`src/hw/rtl/assert_macros.svh`:
```
// ----------------------------------------------------------------------------
// assert_macros.svh
// shared assertion macros for the sha1 hash stream rtl
// ----------------------------------------------------------------------------
`ifndef ASSERT_MACROS_SVH
`define ASSERT_MACROS_SVH

// same-cycle implication
`define CHK_IMP(label, clk, rst_n, ante, cons, msg) \
    label: assert property (@(posedge clk) disable iff (!rst_n) (ante) |-> (cons)) \
        else $error(msg);

// next-cycle implication
`define CHK_NEXT(label, clk, rst_n, ante, cons, msg) \
    label: assert property (@(posedge clk) disable iff (!rst_n) (ante) |=> (cons)) \
        else $error(msg);

`endif

```
`src/hw/rtl/sha1hs_pkg.sv`:
```
// ----------------------------------------------------------------------------
// sha1hs_pkg
// types and constants shared by the sha1 hash stream unit and its round engine
// ----------------------------------------------------------------------------
package sha1hs_pkg;

    // input item: one message byte plus flags
    typedef struct packed {
        logic [7:0] data_byte;
        logic       has_data;
        logic       last_byte;
    } sha1hs_item_t;

    // result item: 160-bit digest, h0 first
    typedef struct packed {
        logic [31:0] digest_h0;
        logic [31:0] digest_h1;
        logic [31:0] digest_h2;
        logic [31:0] digest_h3;
        logic [31:0] digest_h4;
    } sha1hs_digest_t;

    // commands from the byte sequencer to the round engine
    typedef struct packed {
        logic start;
        logic reload;
    } sha1hs_cmd_t;

    // byte sequencer states
    typedef enum logic [2:0] {
        S_IDLE,
        S_PAD80,
        S_ZERO,
        S_LEN,
        S_WAIT,
        S_DONE
    } sha1hs_state_t;

    // round engine states
    typedef enum logic [1:0] {
        E_IDLE,
        E_ROUND,
        E_FINAL
    } sha1hs_eng_state_t;

    // round constants
    localparam logic [31:0] K_0 = 32'h5a827999;
    localparam logic [31:0] K_1 = 32'h6ed9eba1;
    localparam logic [31:0] K_2 = 32'h8f1bbcdc;
    localparam logic [31:0] K_3 = 32'hca62c1d6;

    // initial hash, h0 in entry 0
    localparam logic [4:0][31:0] H_INIT = {
        32'hc3d2e1f0, 32'h10325476, 32'h98badcfe, 32'hefcdab89, 32'h67452301
    };

    localparam logic [6:0] LAST_ROUND = 7'd79;
    localparam logic [7:0] PAD_BYTE   = 8'h80;
    localparam logic [5:0] FILL_LEN   = 6'd56;
    localparam logic [5:0] FILL_TOP   = 6'd63;

endpackage

```
`src/hw/rtl/sha1hs_rounds.sv`:
```
// ----------------------------------------------------------------------------
// sha1hs_rounds
// iterative sha1 compression: one round per cycle on a shared adder chain,
// message schedule in a 16-word shift line, running hash held here
// ----------------------------------------------------------------------------
`include "assert_macros.svh"

module sha1hs_rounds (
    input  logic                clk,
    input  logic                rst_n,
    input  sha1hs_pkg::sha1hs_cmd_t cmd,
    input  logic [511:0]        block,
    output logic                busy,
    output logic [159:0]        hash
);
    import sha1hs_pkg::*;

    sha1hs_eng_state_t state_reg, state_next;
    logic [6:0]        round_reg, round_next;
    logic [4:0][31:0]  h_reg, h_next;
    logic [31:0]       a_reg, b_reg, c_reg, d_reg, e_reg;
    logic [31:0]       a_next, b_next, c_next, d_next, e_next;
    logic [15:0][31:0] w_reg, w_next;

    logic [31:0] f_val;
    logic [31:0] k_val;
    logic [31:0] t_val;
    logic [31:0] w_mix;

    // control registers
    always_ff @(posedge clk or negedge rst_n)
    begin
        if (!rst_n)
        begin
            state_reg <= E_IDLE;
            round_reg <= '0;
            h_reg     <= H_INIT;
        end
        else
        begin
            state_reg <= state_next;
            round_reg <= round_next;
            h_reg     <= h_next;
        end
    end

    // working variables and schedule
    always_ff @(posedge clk)
    begin
        a_reg <= a_next;
        b_reg <= b_next;
        c_reg <= c_next;
        d_reg <= d_next;
        e_reg <= e_next;
        w_reg <= w_next;
    end

    // round function and constant by round range
    always_comb
    begin
        if (round_reg < 7'd20)
        begin
            f_val = (b_reg & c_reg) | (~b_reg & d_reg);
            k_val = K_0;
        end
        else if (round_reg < 7'd40)
        begin
            f_val = b_reg ^ c_reg ^ d_reg;
            k_val = K_1;
        end
        else if (round_reg < 7'd60)
        begin
            f_val = (b_reg & c_reg) | (b_reg & d_reg) | (c_reg & d_reg);
            k_val = K_2;
        end
        else
        begin
            f_val = b_reg ^ c_reg ^ d_reg;
            k_val = K_3;
        end
        t_val = {a_reg[26:0], a_reg[31:27]} + f_val + e_reg + k_val + w_reg[0];
        w_mix = w_reg[13] ^ w_reg[8] ^ w_reg[2] ^ w_reg[0];
    end

    // sequencer
    always_comb
    begin
        state_next = state_reg;
        round_next = round_reg;
        h_next     = h_reg;
        a_next     = a_reg;
        b_next     = b_reg;
        c_next     = c_reg;
        d_next     = d_reg;
        e_next     = e_reg;
        w_next     = w_reg;

        unique case (state_reg)
            E_IDLE:
            begin
                if (cmd.reload)
                begin
                    h_next = H_INIT;
                end
                if (cmd.start)
                begin
                    for (int k = 0; k < 16; k++)
                    begin
                        w_next[k] = block[511 - 32*k -: 32];
                    end
                    a_next     = h_reg[0];
                    b_next     = h_reg[1];
                    c_next     = h_reg[2];
                    d_next     = h_reg[3];
                    e_next     = h_reg[4];
                    round_next = '0;
                    state_next = E_ROUND;
                end
            end
            E_ROUND:
            begin
                a_next = t_val;
                b_next = a_reg;
                c_next = {b_reg[1:0], b_reg[31:2]};
                d_next = c_reg;
                e_next = d_reg;
                for (int k = 0; k < 15; k++)
                begin
                    w_next[k] = w_reg[k + 1];
                end
                w_next[15] = {w_mix[30:0], w_mix[31]};
                round_next = round_reg + 7'd1;
                if (round_reg == LAST_ROUND)
                begin
                    state_next = E_FINAL;
                end
            end
            E_FINAL:
            begin
                h_next[0]  = h_reg[0] + a_reg;
                h_next[1]  = h_reg[1] + b_reg;
                h_next[2]  = h_reg[2] + c_reg;
                h_next[3]  = h_reg[3] + d_reg;
                h_next[4]  = h_reg[4] + e_reg;
                state_next = E_IDLE;
            end
            default:
            begin
                state_next = E_IDLE;
            end
        endcase
    end

    assign busy = (state_reg != E_IDLE);
    assign hash = {h_reg[0], h_reg[1], h_reg[2], h_reg[3], h_reg[4]};

    // checks
    `CHK_IMP(a_round_range, clk, rst_n, state_reg == E_ROUND, round_reg <= LAST_ROUND,
        "round counter past last round")
    `CHK_IMP(a_final_after_last, clk, rst_n, state_reg == E_FINAL,
        $past(state_reg) == E_ROUND && $past(round_reg) == LAST_ROUND,
        "final add not preceded by last round")
    `CHK_NEXT(a_rounds_continue, clk, rst_n,
        state_reg == E_ROUND && round_reg != LAST_ROUND, state_reg == E_ROUND,
        "round sequence broken early")

endmodule

```
`src/hw/rtl/sha1_hash_stream_unit.sv`:
```
// ----------------------------------------------------------------------------
// sha1_hash_stream_unit
// streaming sha1: packs message bytes into 64-byte blocks, pads the message
// on its last item and returns the 160-bit digest
// ----------------------------------------------------------------------------
//  channel | handshake                  | payload
//  --------+----------------------------+--------------------------------
//  in      | item_valid / item_stall    | item   : data_byte, has_data, last_byte
//  out     | digest_valid / digest_stall| digest : digest_h0 .. digest_h4
//
//  an item that does not fill a block is taken while idle, with no engine wait
//  an item that fills a block stalls the input through 80 rounds, the hash add and handoff
//  a last item pads one byte per cycle while the engine is idle (9 to 72 bytes) and runs one or two
//  compressions before the digest, all on the single round engine
//  reset loads the initial hash and clears fill and length; no clearing pass
//  a held digest stalls only the finish of the next message, not its bytes
// ----------------------------------------------------------------------------
`include "assert_macros.svh"

module sha1_hash_stream_unit (
    input  logic                       clk,
    input  logic                       rst_n,
    input  logic                       item_valid,
    output logic                       item_stall,
    input  sha1hs_pkg::sha1hs_item_t   item,
    output logic                       digest_valid,
    input  logic                       digest_stall,
    output sha1hs_pkg::sha1hs_digest_t digest
);
    import sha1hs_pkg::*;

    sha1hs_state_t  state_reg, state_next;
    sha1hs_state_t  ret_reg, ret_next;
    sha1hs_state_t  target;
    logic [511:0]   buf_reg, buf_next;
    logic [5:0]     fill_reg, fill_next;
    logic [63:0]    bits_reg, bits_next;
    sha1hs_digest_t digest_reg, digest_next;
    logic           digest_valid_reg, digest_valid_next;

    logic           put_en;
    logic [7:0]     put_byte;
    logic           block_full;
    sha1hs_cmd_t    eng_cmd;
    logic           eng_busy;
    logic [159:0]   eng_hash;

    // round engine
    sha1hs_rounds u_rounds (
        .clk   (clk),
        .rst_n (rst_n),
        .cmd   (eng_cmd),
        .block (buf_next),
        .busy  (eng_busy),
        .hash  (eng_hash)
    );

    // control registers
    always_ff @(posedge clk or negedge rst_n)
    begin
        if (!rst_n)
        begin
            state_reg        <= S_IDLE;
            ret_reg          <= S_IDLE;
            fill_reg         <= '0;
            bits_reg         <= '0;
            digest_valid_reg <= 1'b0;
        end
        else
        begin
            state_reg        <= state_next;
            ret_reg          <= ret_next;
            fill_reg         <= fill_next;
            bits_reg         <= bits_next;
            digest_valid_reg <= digest_valid_next;
        end
    end

    // block buffer and digest payload
    always_ff @(posedge clk)
    begin
        buf_reg    <= buf_next;
        digest_reg <= digest_next;
    end

    assign block_full = (fill_reg == FILL_TOP);

    // byte sequencer: message bytes, then pad, zeros and length, with engine waits and the digest handoff
    always_comb
    begin
        state_next        = state_reg;
        ret_next          = ret_reg;
        target            = S_IDLE;
        buf_next          = buf_reg;
        fill_next         = fill_reg;
        bits_next         = bits_reg;
        digest_next       = digest_reg;
        digest_valid_next = digest_valid_reg;
        put_en            = 1'b0;
        put_byte          = '0;
        eng_cmd           = '0;

        // output register drains
        if (digest_valid_reg && !digest_stall)
        begin
            digest_valid_next = 1'b0;
        end

        unique case (state_reg)
            S_IDLE:
            begin
                if (item_valid)
                begin
                    if (item.has_data)
                    begin
                        put_en    = 1'b1;
                        put_byte  = item.data_byte;
                        bits_next = bits_reg + 64'd8;
                    end
                    target = item.last_byte ? S_PAD80 : S_IDLE;
                    if (put_en && block_full)
                    begin
                        ret_next   = target;
                        state_next = S_WAIT;
                    end
                    else
                    begin
                        state_next = target;
                    end
                end
            end
            S_PAD80:
            begin
                put_en   = 1'b1;
                put_byte = PAD_BYTE;
                if (block_full)
                begin
                    ret_next   = S_ZERO;
                    state_next = S_WAIT;
                end
                else
                begin
                    state_next = S_ZERO;
                end
            end
            S_ZERO:
            begin
                if (fill_reg == FILL_LEN)
                begin
                    state_next = S_LEN;
                end
                else
                begin
                    put_en = 1'b1;
                    if (block_full)
                    begin
                        ret_next   = S_ZERO;
                        state_next = S_WAIT;
                    end
                end
            end
            S_LEN:
            begin
                put_en    = 1'b1;
                put_byte  = bits_reg[63:56];
                bits_next = {bits_reg[55:0], 8'h00};
                if (block_full)
                begin
                    ret_next   = S_DONE;
                    state_next = S_WAIT;
                end
            end
            S_WAIT:
            begin
                if (!eng_busy)
                begin
                    state_next = ret_reg;
                end
            end
            S_DONE:
            begin
                if (!digest_valid_reg || !digest_stall)
                begin
                    digest_next.digest_h0 = eng_hash[159:128];
                    digest_next.digest_h1 = eng_hash[127:96];
                    digest_next.digest_h2 = eng_hash[95:64];
                    digest_next.digest_h3 = eng_hash[63:32];
                    digest_next.digest_h4 = eng_hash[31:0];
                    digest_valid_next     = 1'b1;
                    eng_cmd.reload        = 1'b1;
                    bits_next             = '0;
                    fill_next             = '0;
                    state_next            = S_IDLE;
                end
            end
            default:
            begin
                state_next = S_IDLE;
            end
        endcase

        // byte insert, compress on a full block
        if (put_en)
        begin
            buf_next      = {buf_reg[503:0], put_byte};
            fill_next     = fill_reg + 6'd1;
            eng_cmd.start = block_full;
        end
    end

    assign item_stall   = (state_reg != S_IDLE);
    assign digest_valid = digest_valid_reg;
    assign digest       = digest_reg;

    // checks
    `CHK_IMP(a_start_when_idle, clk, rst_n, eng_cmd.start, !eng_busy,
        "compression started while engine busy")
    `CHK_IMP(a_len_in_tail, clk, rst_n, state_reg == S_LEN, fill_reg >= FILL_LEN,
        "length bytes outside block tail")
    `CHK_IMP(a_done_clean, clk, rst_n, state_reg == S_DONE,
        fill_reg == '0 && bits_reg == '0,
        "message not fully flushed at finish")

endmodule
```
`config.mk`:
```
export PLATFORM = sky130hd
export DESIGN_NAME = sha1_hash_stream_unit
export DESIGN_NICKNAME = d
export VERILOG_FILES = /design/src/hw/rtl/sha1hs_pkg.sv /design/src/hw/rtl/sha1hs_rounds.sv /design/src/hw/rtl/sha1_hash_stream_unit.sv
export VERILOG_INCLUDE_DIRS = /design/src /design/src/hw/rtl
export SDC_FILE = /design/constraint.sdc
export NUM_CORES = 2
export LEC_CHECK = 0
export BUFFER_PORTS_ARGS = -buffer_cell sky130_fd_sc_hd__buf_2
export CAP_MARGIN = 20
export CORE_MARGIN = 2
export CORE_UTILIZATION = 53
export CTS_CLUSTER_SIZE = 30
export DETAILED_ROUTE_END_ITERATION = 10
export PLACE_DENSITY_LB_ADDON = 0.05
export SETUP_SLACK_MARGIN = 0.15
export SLEW_MARGIN = 10
export SYNTH_ARGS = -nofsm -noshare
export SYNTH_HDL_FRONTEND = slang
export SYNTH_SLANG_ARGS = --single-unit
```
`constraint.sdc`:
```
create_clock -name clk -period 49.7 [get_ports clk]
set_input_delay 0 -clock clk [delete_from_list [all_inputs] [get_ports clk]]
set_output_delay 0 -clock clk [all_outputs]
set_load 0.01 [all_outputs]
```
# Word-level counts from Yosys, hierarchy flattened
# Index checks and enable logic that the tools add are counted.
dict set report totals {
  ff_bits 1590
  latchBits 0
  ramBits 0
  mem_bits_ro 0
  inputBits 14
  output_inout_bits 162
  elab_cells 174
  mem_count 0
}
dict set report classes {
  n_addsub 12
  n_mul 0
  div 0
  magnitude_cmp 3
  eq_ne 20
  shifts 0
  mux 63
  bitwise_logic 13
  reduce_logical 24
}
# cell count
set op_table {}
lappend op_table {{two-way mux 512 bit} 2}
lappend op_table {{one-hot mux 512 bit (2 select lines)} 1}
lappend op_table {{two-way mux 32 bit} 10}
lappend op_table {{one-hot mux 160 bit (2 select lines)} 1}
lappend op_table {{one-hot mux 32 bit (2 select lines)} 5}
lappend op_table {{adder 32 bit} 9}
lappend op_table {{two-way mux 64 bit} 3}
lappend op_table {{one-hot mux 64 bit (3 select lines)} 1}
lappend op_table {{two-way mux 160 bit} 1}
lappend op_table {{XOR 32 bit} 5}
lappend op_table {{AND 32 bit} 4}
lappend op_table {{bitwise OR 32 bit} 3}
lappend op_table {{adder 64 x 4 -> 64 bit (second input constant)} 1}
lappend op_table {{two-way mux 3 bit} 12}
lappend op_table {{NOT 32 bit} 1}
lappend op_table {{two-way mux 31 bit} 1}
lappend op_table {{one-hot mux 8 bit (3 select lines)} 1}
lappend op_table {{two-way mux 6 bit} 3}
lappend op_table {{inequality test 2 bit (second input constant)} 9}
lappend op_table {{one-hot mux 3 bit (6 select lines)} 1}
lappend op_table {{two-way mux 8 bit} 2}
lappend op_table {{less-than comparator 7 x 6 -> 1 bit (second input constant)} 2}
lappend op_table {{one-hot mux 7 bit (2 select lines)} 1}
lappend op_table {{== test 6 bit (second input constant)} 2}
lappend op_table {{29 further kinds} 54}

# Longest topological paths before layout
dict set report logic_depth {
  word_depth 11
  mapped_depth 28
  ltp_nobuf 26
}

# By module
# From an unflattened synthesis, not the netlist that was laid out.
dict set report unflattened {
  cells_unflattened 7953
  area_unflattened_um2 74371.3
}
# mod instances cells_each area_each_um2 seq_area_each_um2
set by_module_without_submodules {}
lappend by_module_without_submodules {sha1hs_rounds 1 5043 48083.6 24508.5}
lappend by_module_without_submodules {sha1_hash_stream_unit 1 2910 26287.7 16906.2}

# Worst setup path after synthesis
# No wires, ideal clock.
dict set report synth_path {
  path_type {flip-flop to flip-flop}
  start {register fill_reg[0]}
  end {register u_rounds.round_reg[0]}
  setup_time_ps 665
  arrival_ps 15060
  t_required_ps 49035
  path_slack_ps 33975
  path_stages_with_launch 12
  n_path_buf 0
  period_less_slack_ps 15725
  path_cell_list {dfrtp_1 inv_1 ha_1 nand3b_1 nand2_1 o21ai_0 nor2_1 nor2_1 nand2_1 a21o_1 inv_1 a21oi_1}
}
dict set report synth_via {
  elab_chain_len 6
  word_cells_on_any_way 7
  classes_between {eq/ne: 3; mux: 3; reduce/logical: 1}
}
# element line
set synth_rtl {}
lappend synth_rtl {{start: declaration} sha1_hash_stream_unit.sv:36} ;# logic [5:0] fill_reg, fill_next;
lappend synth_rtl {{start signal: assignment} sha1_hash_stream_unit.sv:73} ;# fill_reg <= fill_next;
lappend synth_rtl {{== test 6 bit} sha1_hash_stream_unit.sv:148} ;# if (fill_reg == FILL_LEN)
lappend synth_rtl {{two-way mux 1 bit} sha1_hash_stream_unit.sv:148}
lappend synth_rtl {{one-hot mux 1 bit (3 select lines)} sha1_hash_stream_unit.sv:109} ;# unique case (state_reg)
lappend synth_rtl {{two-way mux 1 bit (*)} sha1_hash_stream_unit.sv:203} ;# if (put_en)
lappend synth_rtl {{inequality test 2 bit (no line) (*)} --}
lappend synth_rtl {{AND reduction 2 bit (no line) (*)} --}
lappend synth_rtl {{end signal: assignment} sha1hs_rounds.sv:42} ;# round_reg <= round_next;
lappend synth_rtl {{end: declaration} sha1hs_rounds.sv:19} ;# logic [6:0] round_reg, round_next;
# Every way passes the cells marked *; elsewhere a longest branch is shown, timed or not.
# A chain may end at the register's enable or synchronous reset.

# Worst setup path after layout
dict set report layout_path {
  start {register u_rounds.round_reg[4]}
  end {register u_rounds.a_reg[23] (data pin)}
}
dict set report layout_via {
  elab_chain_len 9
  word_cells_on_any_way 14
  classes_between {add/sub: 4; order compare: 3; mux: 7}
}
# element line
set layout_rtl {}
lappend layout_rtl {{less-than comparator 7 x 6 -> 1 bit} sha1hs_rounds.sv:71} ;# else if (round_reg < 7'd60)
lappend layout_rtl {{two-way mux 32 bit} sha1hs_rounds.sv:71}
lappend layout_rtl {{two-way mux 32 bit} sha1hs_rounds.sv:66} ;# else if (round_reg < 7'd40)
lappend layout_rtl {{two-way mux 32 bit} sha1hs_rounds.sv:61} ;# if (round_reg < 7'd20)
lappend layout_rtl {{adder 32 bit (2 in a row)} sha1hs_rounds.sv:81} ;# t_val = {a_reg[26:0], a_reg[31:27]} + f_val + e_reg + k_val + w_reg[0];
lappend layout_rtl {{adder 32 bit (*) (2 in a row)} sha1hs_rounds.sv:81}
lappend layout_rtl {{one-hot mux 32 bit (2 select lines) (*)} sha1hs_rounds.sv:98} ;# unique case (state_reg)
lappend layout_rtl {{net u_rounds.a_next[23]} sha1hs_rounds.sv:22} ;# logic [31:0] a_next, b_next, c_next, d_next, e_next;
lappend layout_rtl {{end signal: assignment} sha1hs_rounds.sv:50} ;# a_reg <= a_next;
lappend layout_rtl {{end: declaration} sha1hs_rounds.sv:21} ;# logic [31:0] a_reg, b_reg, c_reg, d_reg, e_reg;
# The timed path passes the listed nets; every way through them passes the cells marked *.

==> metrics <==
total die area between 0.1 and 0.15 mm²; FMAX around 0.13 GHz; Setup violations, final 0; clock latency reported for the late side of the worst-skew pair slightly below 0.8 ns; max-slew violation count 0; post-route ant nets 0; Critical Path AT approximately 8.3 ns; Root Driver clkbuf_16; FF-to-FF path depth 28; unrepaired setup endpoints after global routing false; WL/cell just over 20 µm; pin count of the biggest net entering global routing ~210; Core Region between 0.1 and 0.15 mm²; Power Total between 3 and 4 mW; ys async rst share ~15%; Tcrit/Tclk final roughly 16%; area grow syn2layout 10.96%; first-pass GRT wire length around 280000 µm; Post-CTS Setup Inserts 0; clk_skew approximately 0.037 ns; Vias per Instance 5.567; post-synth design cell area between 0.07 and 0.08 mm²; hold depth 4; Max-slew headroom around 13%; clock-pin slew on the worst setup and hold paths about 0.06 ns; required time worst endpoint 50.20 ns; Tmin final 7.807 ns; critical path type register to register; first-pass detailed-route iteration total 6; RD Place Congestion about 0.92; Cells after Synth approximately 6900; crit path launch type register; Worst Hold Class primary input to register; Core Rows 136; clock group share of total power between 30% and 40%; post-synth cell types between 90 and 100; Inserted Clock Buffers 166; Worst R2R Setup Slack between 40 and 50 ns; Final #Nets between 7000 and 8000; # DRC 0; DR vias around 50000; Logic pwr share between 10% and 20%; register area share after synthesis 56.16%; Hold Slack roughly 0.10 ns; post-cts sizing count 0; crit-path max cell delay approximately 0.63 ns; cts hold-fix bufs 17; Slowest cell on crit path a41oi_1; P_sw 0.9085 mW; flops & latches, synth 1587; Clock Sink Count roughly 1600; Int Power about 2.4 mW; leakage approximately 37 nW; ys flop type edfxtp_1; H-tree levels 4; Avg Cell Area, Syn 10.64 µm²; VDD IR max ~57 µV; Post-synth EDFFs 832; max cap viols 0; number of global-route vias before repair 48560; final wirelength approximately 180000 µm; syn nets 7295; Worst Path Max Fanout 35; power density cells 39.99 mW/mm²; Die W 377 µm; critical path endpoint category register; Final Hold Vio Count 0; IO Count ~180; Sum Neg Setup Slack 0 ns; Initial Util a little over half; IO buf count about 180; Sw Share roughly 28%; grt ovf 0; Die Y approximately 380 µm; initial antenna violation count 2; outcome finished clean; Iter 0 DRT Violations between 3000 and 4000; Synth Warn # 0; share of layout cells above drive strength 1 15.10%; maximum root-to-sink buffer count 3; Total GRT Usage approximately a quarter; antenna cell count 0; post-DP HPWL about 120000 µm; Seq pwr share 48.9%; Tightest Pin Transition ~1.3 ns; CTS tree done
-- cell type report --
type	instances	area [µm²]
clock inverter	71	678.2
clock buffer	240	4777
timing repair buffer	236	1454
inverter	231	879.6
multi-input combinational	4809	30370
sequential	1587	41410
fill	11630	56010
tap	1794	2245
-- power by group through the flow --
stage          Clock (mW)  Sequential, mW  Combinational [mW]
6_report             1.23            1.60               0.442
5_1_grt              1.31            1.62               0.503
4_1_cts              1.26            1.60               0.449
3_5_place_dp            0            1.63               0.444
3_3_place_gp            0            1.62               0.437
2_1_floorplan           0            1.60               0.351
-- metrics by stage --
step | setup slack [ns] | cell area [µm²] | instances | utilization [%]
after global routing | 41.43 | 81820 | 8968 | 59.36
after CTS | 42.02 | 81820 | 8968 | 59.36
final | 41.89 | 81820 | 8968 | 59.36
after floorplan | 33.97 | 73740 | 6933 | -
after detailed placement | 42.04 | 76180 | 8640 | 55.27
after global placement | 42.19 | 76180 | 8640 | 55.27
-- cells in the mapped netlist, drive strengths merged (15+ instances only) --
master  count  share of area [%]
a31oi      57               0.50
and3       47               0.40
o21a       30               0.31
o21ai     346                2.4
nor2      281                1.4
a21oi     265                1.8
a22o       15               0.18
edfxtp    832                 34
clkbuf    276                1.4
nand4      18               0.17
a21o       85               0.87
inv       230                1.2
ha        224                3.8
a22oi      24               0.24
nor2b      47               0.40
nor3       53               0.36
o21bai     30               0.31
dfxtp     512                 14
o31ai      18               0.23
nand2    2097                 11
mux2      481                7.3
dfstp      80                2.9
nand2b     27               0.23
a211oi     16               0.18
dfrtp     163                5.5
o32ai      22               0.27
xor2       98                1.2
o22ai      15               0.13
nand3      53               0.36
buf        30               0.17
fa        124                3.4
xnor2     152                1.8
-- final timing paths --
| kind | from | endpoint |
|---|---|---|
| min | item[8] | buf_reg[6] |
| min in group asynchronous | rst_n | u_rounds.hash[128] |
| min reg2reg | buf_reg[94] | buf_reg[102] |
| max in group asynchronous | rst_n | bits_reg[45] |
| max reg2reg | u_rounds.round_reg[4] | u_rounds.a_reg[23] |
| max | u_rounds.round_reg[4] | u_rounds.a_reg[23] |
-- cells by family after synthesis --
group | share of synthesized area (%)
flops | 56.16
buf+inv | 2.752
xor+xnor | 2.969
simple gates | 14.63
compound gates | 8.891
fa+ha+maj | 7.167
mux | 7.427
-- layout by cell type, fill, tap and decap left out, types with 53 or more instances in the layout --
cell type,synthesis,layout
ha_1,224,224
a31oi_1,56,56
dfxtp_1,512,512
nand2_1,2097,2096
a21o_1,85,85
buf_2,2,174
clkbuf_16,0,170
nor2_1,281,277
edfxtp_1,832,832
a21oi_1,263,262
nor3_1,53,53
fa_1,124,124
nand3_1,53,53
xnor2_1,152,152
dfrtp_1,163,163
dfstp_2,80,80
o21ai_0,334,333
inv_1,230,228
mux2_2,481,481
xor2_1,98,98
-- per-layer routing --
| layer | GRT usage [%] | wire length, µm | vias to the layer above |
|---|---|---|---|
| met5 | 0 | 13 | - |
| li1 | - | - | 24060 |
| met4 | 9.215 | 6590 | 2 |
| met3 | 3.829 | 8446 | 307 |
| met1 | 34.14 | 78980 | 24420 |
| met2 | 42.26 | 87440 | 1134 |
-- worst max-delay path, delay by kind of cell, from the launching register on --
family	cells	cell delay, ns
buffers and inverters	7	1.34
AOI/OAI and AO/OA	9	2.55
adders and majority gates	5	1.80
and+or+nand+nor	6	1.15
DFF	1	0.48
xor gates and xnor gates	1	0.16
Note: power is estimated with default switching activity, not from simulation.
